===== config.mk =====
export PLATFORM = sky130hd
export DESIGN_NAME = mdffc_corr
export DESIGN_NICKNAME = d
export VERILOG_FILES = /design/src/rtl/multi_detector_flat_field_correct_macros.svh /design/src/rtl/mdffc_pkg.sv /design/src/rtl/mdffc_corr.sv
export SDC_FILE = /design/constraint.sdc
export NUM_CORES = 2
export LEC_CHECK = 0
export BUFFER_PORTS_ARGS = -buffer_cell sky130_fd_sc_hd__buf_2
export CAP_MARGIN = 15
export CELL_PAD_IN_SITES_DETAIL_PLACEMENT = 0
export CELL_PAD_IN_SITES_GLOBAL_PLACEMENT = 2
export CORE_UTILIZATION = 35
export DETAILED_ROUTE_END_ITERATION = 8
export PLACE_DENSITY_LB_ADDON = 0.1
export SYNTH_ARGS = -nofsm -noshare
export SYNTH_HDL_FRONTEND = slang
export SYNTH_SLANG_ARGS = --single-unit

===== constraint.sdc =====
create_clock -name clk -period 8.85 [get_ports clk]
set_input_delay 0 -clock clk [delete_from_list [all_inputs] [get_ports clk]]
set_output_delay 0 -clock clk [all_outputs]
set_load 0.005 [all_outputs]

===== src/rtl/multi_detector_flat_field_correct_macros.svh =====
// ----------------------------------------------------------------------------
// multi detector flat field correction: assertion macros
// clocked on clk, disabled while rst_n is low
// ----------------------------------------------------------------------------
`ifndef MULTI_DETECTOR_FLAT_FIELD_CORRECT_MACROS_SVH
`define MULTI_DETECTOR_FLAT_FIELD_CORRECT_MACROS_SVH

// same-cycle implication
`define MDFFC_ASSERT_NOW(label, ante, cons, msg) \
    label: assert property (@(posedge clk) disable iff (!rst_n) (ante) |-> (cons)) \
        else $error(msg);

// next-cycle implication
`define MDFFC_ASSERT_NEXT(label, ante, cons, msg) \
    label: assert property (@(posedge clk) disable iff (!rst_n) (ante) |=> (cons)) \
        else $error(msg);

`endif


===== src/rtl/mdffc_pkg.sv =====
// ----------------------------------------------------------------------------
// mdffc_pkg
// shared codes, widths and pipeline record for the flat field corrector
// ----------------------------------------------------------------------------
package mdffc_pkg;

    localparam int IDX_W     = 24;
    localparam int ACC_W     = 32;
    localparam int PIX_W     = 16;
    localparam int NUM_W     = 33;
    localparam int DEN_W     = 16;
    localparam int DET_SLOTS = 4;

    localparam logic [2:0] KIND_LOAD_OFF  = 3'd0;
    localparam logic [2:0] KIND_LOAD_GAIN = 3'd1;
    localparam logic [2:0] KIND_LOAD_BASE = 3'd2;
    localparam logic [2:0] KIND_LOAD_NORM = 3'd3;
    localparam logic [2:0] KIND_DARK      = 3'd4;
    localparam logic [2:0] KIND_BRIGHT    = 3'd5;
    localparam logic [2:0] KIND_CORRECT   = 3'd6;
    localparam logic [2:0] OP_NONE        = 3'd7;

    localparam logic [1:0] ST_DONE   = 2'd0;
    localparam logic [1:0] ST_SKIP   = 2'd1;
    localparam logic [1:0] ST_REJECT = 2'd2;

    localparam logic [2:0] CFG_OFFSET_EN     = 3'd0;
    localparam logic [2:0] CFG_GAIN_EN       = 3'd1;
    localparam logic [2:0] CFG_BASELINE_EN   = 3'd2;
    localparam logic [2:0] CFG_TARGET_LEVEL  = 3'd3;
    localparam logic [2:0] CFG_PIXEL_DEPTH   = 3'd4;
    localparam logic [2:0] CFG_ACTIVE_MASK   = 3'd5;
    localparam logic [2:0] CFG_DARK_COUNT    = 3'd6;
    localparam logic [2:0] CFG_BRIGHT_TARGET = 3'd7;

    typedef struct packed {
        logic [PIX_W-1:0] offset;
        logic [PIX_W-1:0] gain;
        logic [PIX_W-1:0] baseline;
    } tab_word_t;

    typedef struct packed {
        logic [2:0]       op;
        logic [1:0]       status;
        logic             last;
        logic             nodiv;
        logic [IDX_W-1:0] idx;
        tab_word_t        tab;
        logic [ACC_W-1:0] acc;
    } meta_t;

    function automatic logic op_writes(input logic [2:0] op);
        logic w;
        w = 1'b0;
        case (op) inside
            KIND_LOAD_OFF, KIND_LOAD_GAIN, KIND_LOAD_BASE, KIND_DARK, KIND_BRIGHT: w = 1'b1;
            default: w = 1'b0;
        endcase
        return w;
    endfunction

endpackage


===== src/rtl/mdffc_corr.sv =====
// ----------------------------------------------------------------------------
// mdffc_corr
// offset, gain, normalization and baseline arithmetic with round and clamp
// ----------------------------------------------------------------------------
module mdffc_corr
    import mdffc_pkg::*;
#(
    parameter int GF  = 12,
    parameter int LAT = 33
) (
    input  logic             clk,
    input  logic             en,
    input  logic [PIX_W-1:0] sample,
    input  logic [PIX_W-1:0] offset,
    input  logic [PIX_W-1:0] gain,
    input  logic [PIX_W-1:0] baseline,
    input  logic [PIX_W-1:0] norm,
    input  logic             offset_enable,
    input  logic             gain_enable,
    input  logic             baseline_enable,
    input  logic [PIX_W-1:0] target_level,
    input  logic [4:0]       pixel_depth,
    output logic [PIX_W-1:0] value,
    output logic             clamped
);

    localparam int VW = (2*GF + 19 > 52) ? 2*GF + 19 : 52;
    localparam int RW = VW - 2*GF;

    logic signed [16:0]   diff;
    logic        [16:0]   gfac;
    logic signed [34:0]   p1_next;
    logic signed [34:0]   p1_reg;
    logic [PIX_W-1:0]     norm1_reg;
    logic [PIX_W-1:0]     base1_reg;
    logic [PIX_W-1:0]     base2_reg;
    logic signed [51:0]   p2_reg;
    logic signed [17:0]   offs;
    logic signed [VW-1:0] v3_next;
    logic signed [VW-1:0] v3_reg;
    logic [VW-1:0]        r_full;
    logic [RW-1:0]        r;
    logic [4:0]           dsat;
    logic [16:0]          maxv;
    logic [PIX_W-1:0]     val4;
    logic                 cl4;
    logic [PIX_W-1:0]     val_pipe [LAT-3];
    logic                 cl_pipe  [LAT-3];

    always_comb
    begin
        diff = $signed({1'b0, sample}) - (offset_enable ? $signed({1'b0, offset}) : 17'sd0);
        gfac = gain_enable ? {1'b0, gain} : 17'(32'd1 << GF);
        p1_next = diff * $signed({1'b0, gfac});
    end

    always_comb
    begin
        offs = $signed({2'b0, target_level})
             - (baseline_enable ? $signed({2'b0, base2_reg}) : 18'sd0);
        v3_next = VW'(p2_reg) + (VW'(offs) <<< (2*GF));
    end

    always_comb
    begin
        dsat   = (pixel_depth < 5'd8) ? 5'd8 : ((pixel_depth > 5'd16) ? 5'd16 : pixel_depth);
        maxv   = 17'((32'd1 << dsat) - 32'd1);
        r_full = VW'($unsigned(v3_reg) + (VW'(1) << (2*GF - 1)));
        r      = r_full[VW-1:2*GF];
        if (v3_reg < 0)
        begin
            val4 = '0;
            cl4  = 1'b1;
        end
        else if (r > RW'(maxv))
        begin
            val4 = maxv[PIX_W-1:0];
            cl4  = 1'b1;
        end
        else
        begin
            val4 = r[PIX_W-1:0];
            cl4  = 1'b0;
        end
    end

    always_ff @(posedge clk)
    begin
        if (en)
        begin
            p1_reg      <= p1_next;
            norm1_reg   <= norm;
            base1_reg   <= baseline;
            p2_reg      <= p1_reg * $signed({1'b0, norm1_reg});
            base2_reg   <= base1_reg;
            v3_reg      <= v3_next;
            val_pipe[0] <= val4;
            cl_pipe[0]  <= cl4;
            for (int k = 1; k < LAT - 3; k++)
            begin
                val_pipe[k] <= val_pipe[k-1];
                cl_pipe[k]  <= cl_pipe[k-1];
            end
        end
    end

    assign value   = val_pipe[LAT-4];
    assign clamped = cl_pipe[LAT-4];

endmodule


Yosys cells after proc, flatten, opt, wreduce, memory -nomap -nowiden
Memories as Yosys holds them, arrays and structs flattened.
Index checks and enable logic that the tools add are counted.
- register bits after elaboration: 186
- bits in latches: 0
- RAM bits: 510
- memory bits (read-only): 0
- input port bits: 106
- output and inout port bits: 17
- word-level logic and storage cells: 31
- memories: 2
- add/subtract/negate cells: 5
- multipliers: 2
- div/mod/pow operators: 0
- order comparisons: 4
- equal/unequal tests: 0
- shift operators: 1
- multiplexer cells: 11
- bitwise operators: 0
- reductions and logical operators: 0
- memory list (name ; words ; bits a word ; rd ports ; clocked after memory_dff ; wr ports ; RTL line ; text):
    val_pipe ; 30 ; 16 ; 30 ; 0 ; 30 ; mdffc_corr.sv:47 ; logic [PIX_W-1:0] val_pipe [LAT-3];
    cl_pipe ; 30 ; 1 ; 30 ; 0 ; 30 ; mdffc_corr.sv:48 ; logic cl_pipe [LAT-3];
- operators with widths (cell ; number):
    $mux 16 ; 5
    $add 52x24->52 const B ; 1
    $add 52x41->52 ; 1
    $lt 52x1->1 const B ; 1
    $mul 34x17->51 ; 1
    $mul 17x17->34 ; 1
    $sub 16x16->17 ; 2
    $gt 28x17->1 ; 1
    $shl 1x5->17 const A ; 1
    $sub 17x1->17 const B ; 1
    $mux 5 ; 2
    $gt 5x5->1 const B ; 1
    $lt 5x4->1 const B ; 1
    $mux 1 ; 4

Depth between registers and ports, before layout
- word-level depth: 8
- depth in mapped cells: 33
- depth with buffers taken out: 33

Worst setup path before layout
Ideal clock, no wire load.
- path type: input-to-reg
- start: input offset[0]
- end: register p1_reg[32], data pin
- setup time: 0.265 ns
- arrival time: 7.600 ns
- required time: 8.585 ns
- setup slack: 0.985 ns
- stages on the path: 31
- path buffers: 0
- cell sequence: and2_1 -> ha_1 -> fa_1 -> nor2b_1 -> o21ai_1 -> a21boi_1 -> o21ai_1 -> a21oi_1 -> a211oi_1 -> nor3_1 -> o32a_1 -> nor2_1 -> fa_1 -> inv_1 -> fa_1 -> inv_1 -> fa_1 -> fa_1 -> fa_1 -> inv_1 -> fa_1 -> inv_1 -> ha_1 -> a21o_1 -> a21o_1 -> a21o_1 -> a21o_1 -> a21oi_1 -> o31ai_2 -> and4b_1 -> or3_1
- cells in the longest elaborated chain, start to end: 3
- RTL lines (what ; RTL line ; text):
    start, declared ; mdffc_corr.sv:14 ; input logic [PIX_W-1:0] offset,
    $mux 16 ; mdffc_corr.sv:52 ; diff = $signed({1'b0, sample}) - (offset_enable ? $signed({1'b0, offset}) : 17'sd0);
    $sub 16x16->17 ; mdffc_corr.sv:52 ;
    $mul 17x17->34 ; mdffc_corr.sv:54 ; p1_next = diff * $signed({1'b0, gfac});
    named net p1_next[32] ; mdffc_corr.sv:32 ; logic signed [34:0] p1_next;
    end signal, assigned ; mdffc_corr.sv:91 ; p1_reg <= p1_next;
    end, declared ; mdffc_corr.sv:33 ; logic signed [34:0] p1_reg;
The timed path passes the listed nets, and every way through them passes these cells.
A chain may end at the register's enable or synchronous reset.

Worst setup path in the final report
- start: input offset_enable
- end: register p1_reg[32], data pin
- cells in the longest elaborated chain, start to end: 3
- RTL lines (what ; RTL line ; text):
    start, declared ; mdffc_corr.sv:18 ; input logic offset_enable,
    $mux 16 ; mdffc_corr.sv:52 ;
    $sub 16x16->17 ; mdffc_corr.sv:52 ;
    $mul 17x17->34 ; mdffc_corr.sv:54 ;
    named net p1_next[32] ; mdffc_corr.sv:32 ;
The timed path passes the listed nets, and every way through them passes these cells.

==> results.yml <==
sta:
  rsz0062_at_grt: "no"
  finalSetupViolCount: 0
  period_needed_ns: 7.92
  finalSetupTns_ns: 0
  final-max-slew-violation-count: 0
  clock_skew_ns: 0.0410
  hold_viol_final: 0
  slew-limit-headroom_pct: 32.2
  period_share_pct: 89.5
  worstMarginPinSlew_ns: 1.02
  whs_ns: 0.0392
  fmax_ghz: 0.126
worst_hold_path:
  hold_path_class: "in -> reg"
critical_path:
  r2r_slack_ns: 1.20
  slowest_delay_ns: 0.56
  crit_arrival_ns: 8.32
  crit_slowest_cell: "fa_1"
  cp.required_ns: 9.24
  cpMostUsedCell: "fa_1"
  crit_path_max_fanout: 10
  crit_path_start_kind: "input port"
  worstSetupEndpointType: "flip-flop"
  critical_path_class: "in -> reg"
layout:
  drive_above_1_share_pct: 7.55
  largest_reg_flops: 480
  final_net_count: 5833
  most-common-layout-cells: "inv_1, fa_1, edfxtp_1, nand2_1, ha_1"
  area_growth_pct: 11.6
  mostFrequentLayoutCell: "inv_1"
placed_design:
  place_congestion: 0.802
  post-dp-hpwl_mm: 91.5
  io_buffers: 122
outcome:
  status: "finished clean"
clocking:
  cts_made_buffers: 73
  cts_tree: "yes"
  clkLatencyLatePin_ns: 0.69
  clock_sinks: 649
  clk_path_buf_depth: 3
  htree_levels: 3
  path_clk_slew_ns: 0.06
  cts_resized: 0
  cts_root_buf: "clkbuf_16"
global_routing:
  antenna_found_initial: 2
  grt_first_pass_wirelength_mm: 192
  first_global_vias: 33760
  grt_use_total_pct: 16.5
  grt_overflow: 0
  grt_start_max_net_pins: 183
synthesis:
  synthArstFlopShare_pct: 0
  synth_edf_count: 649
  ys_warn_count: 0
  synth_area_mm2: 0.0520
  synthCells: 4443
  syn_avg_cell_area_um2: 11.7
  synth_cell_type_count: 89
  synth_seq_area_share_pct: 37.5
  synth-main-ff-cell: "edfxtp_1"
  ys_seq_elements: 649
route:
  wl_per_cell_um: 17.7
  drc_errors: 0
  first_pass_iters: 5
  vias: 30667
  drt-vias-per-instance: 4.62
  antenna_left: 0
  drt_iter0_drc: 1514
  wirelength_mm: 117
die:
  start_util_pct: 35.2
  die_y_um: 388
  die_area_mm2: 0.150
  num_rows: 141
  die_w_um: 388
  io_pins: 123
  core_mm2: 0.148
flow_run:
  drv_cap: 0
-- synthesized netlist by cell type (21+ instances only) --
library cell	count	area (um2)
and2_1	226	1410
xnor2_1	94	823
a211oi_1	23	173
nand4_1	21	131
ha_1	284	3550
nor2_1	195	732
xor2_1	48	420
a21oi_1	102	510
edfxtp_1	649	19500
a21o_1	43	323
clkbuf_1	124	465
nand2_1	549	2060
nand3_1	42	210
o21ai_0	41	205
inv_1	924	3470
fa_1	797	16000
-- logic make-up after synthesis --
group / synth area share [%]
and+or+nand+nor: 10.6
adders and majority gates: 37.5
muxes: 0.0192
xor gates and xnor gates: 2.39
buffers and inverters: 7.86
DFF: 37.5
AOI/OAI and AO/OA: 4.18
other: 0.0144
-- per-layer routing --
metal / part of all wire (%) / GRT usage (%)
met1: 47 / 22.9
met2: 47 / 27.2
met3: 3.1 / 2.46
met4: 2.1 / 3.85
met5: 0 / 0
-- what timing repair did --
| item | 4_1_cts | 5_1_grt |
|---|---|---|
| hold buffers | 56 | 0 |
| buffers inserted | 0 | 0 |
| hold endpoints to repair | 109 | 0 |
-- per-stage QoR --
step | cells | setup slack [ns] | cell area (um2) | util, %
floorplan | 4447 | 0.985 | 52000 | -
global placement | 6445 | 0.345 | 55200 | 37.4
detailed placement | 6445 | 0.236 | 55200 | 37.4
CTS | 6630 | 0.938 | 58100 | 39.3
global route | 6630 | 0.463 | 58100 | 39.3
finish | 6631 | 0.926 | 58100 | 39.3
-- path summary, 6_finish.rpt --
check	start	endpoint	depth (start not counted)
worst min-delay path	target_level[1]	v3_reg[25]	3
worst max-delay path	offset_enable	p1_reg[32]	32
worst max register to register	norm1_reg[8]	p2_reg[49]	22
worst min register to register	val_pipe[0][185]	val_pipe[0][201]	0
-- final cells by class --
class                           count  area, um2
Antenna cell                        1       2.50
Clock buffer                       89       1890
Clock inverter                     40        425
Fill cell                       14480      89600
Inverter                          924       3470
Multi-Input combinational cell   2728      28500
Sequential cell                   649      19500
Tap cell                         1930       2410
Timing Repair Buffer              270       1910
-- critical path: cells and delay by family --
family          cells  cell delay (ns)
fa+ha+maj           9             4.02
simple gates        9             2.16
compound gates      9             1.58
buf+inv             5             0.55
Power is not shown: default switching activity piles up to over one toggle a cycle in this logic, so the estimate is an artifact.
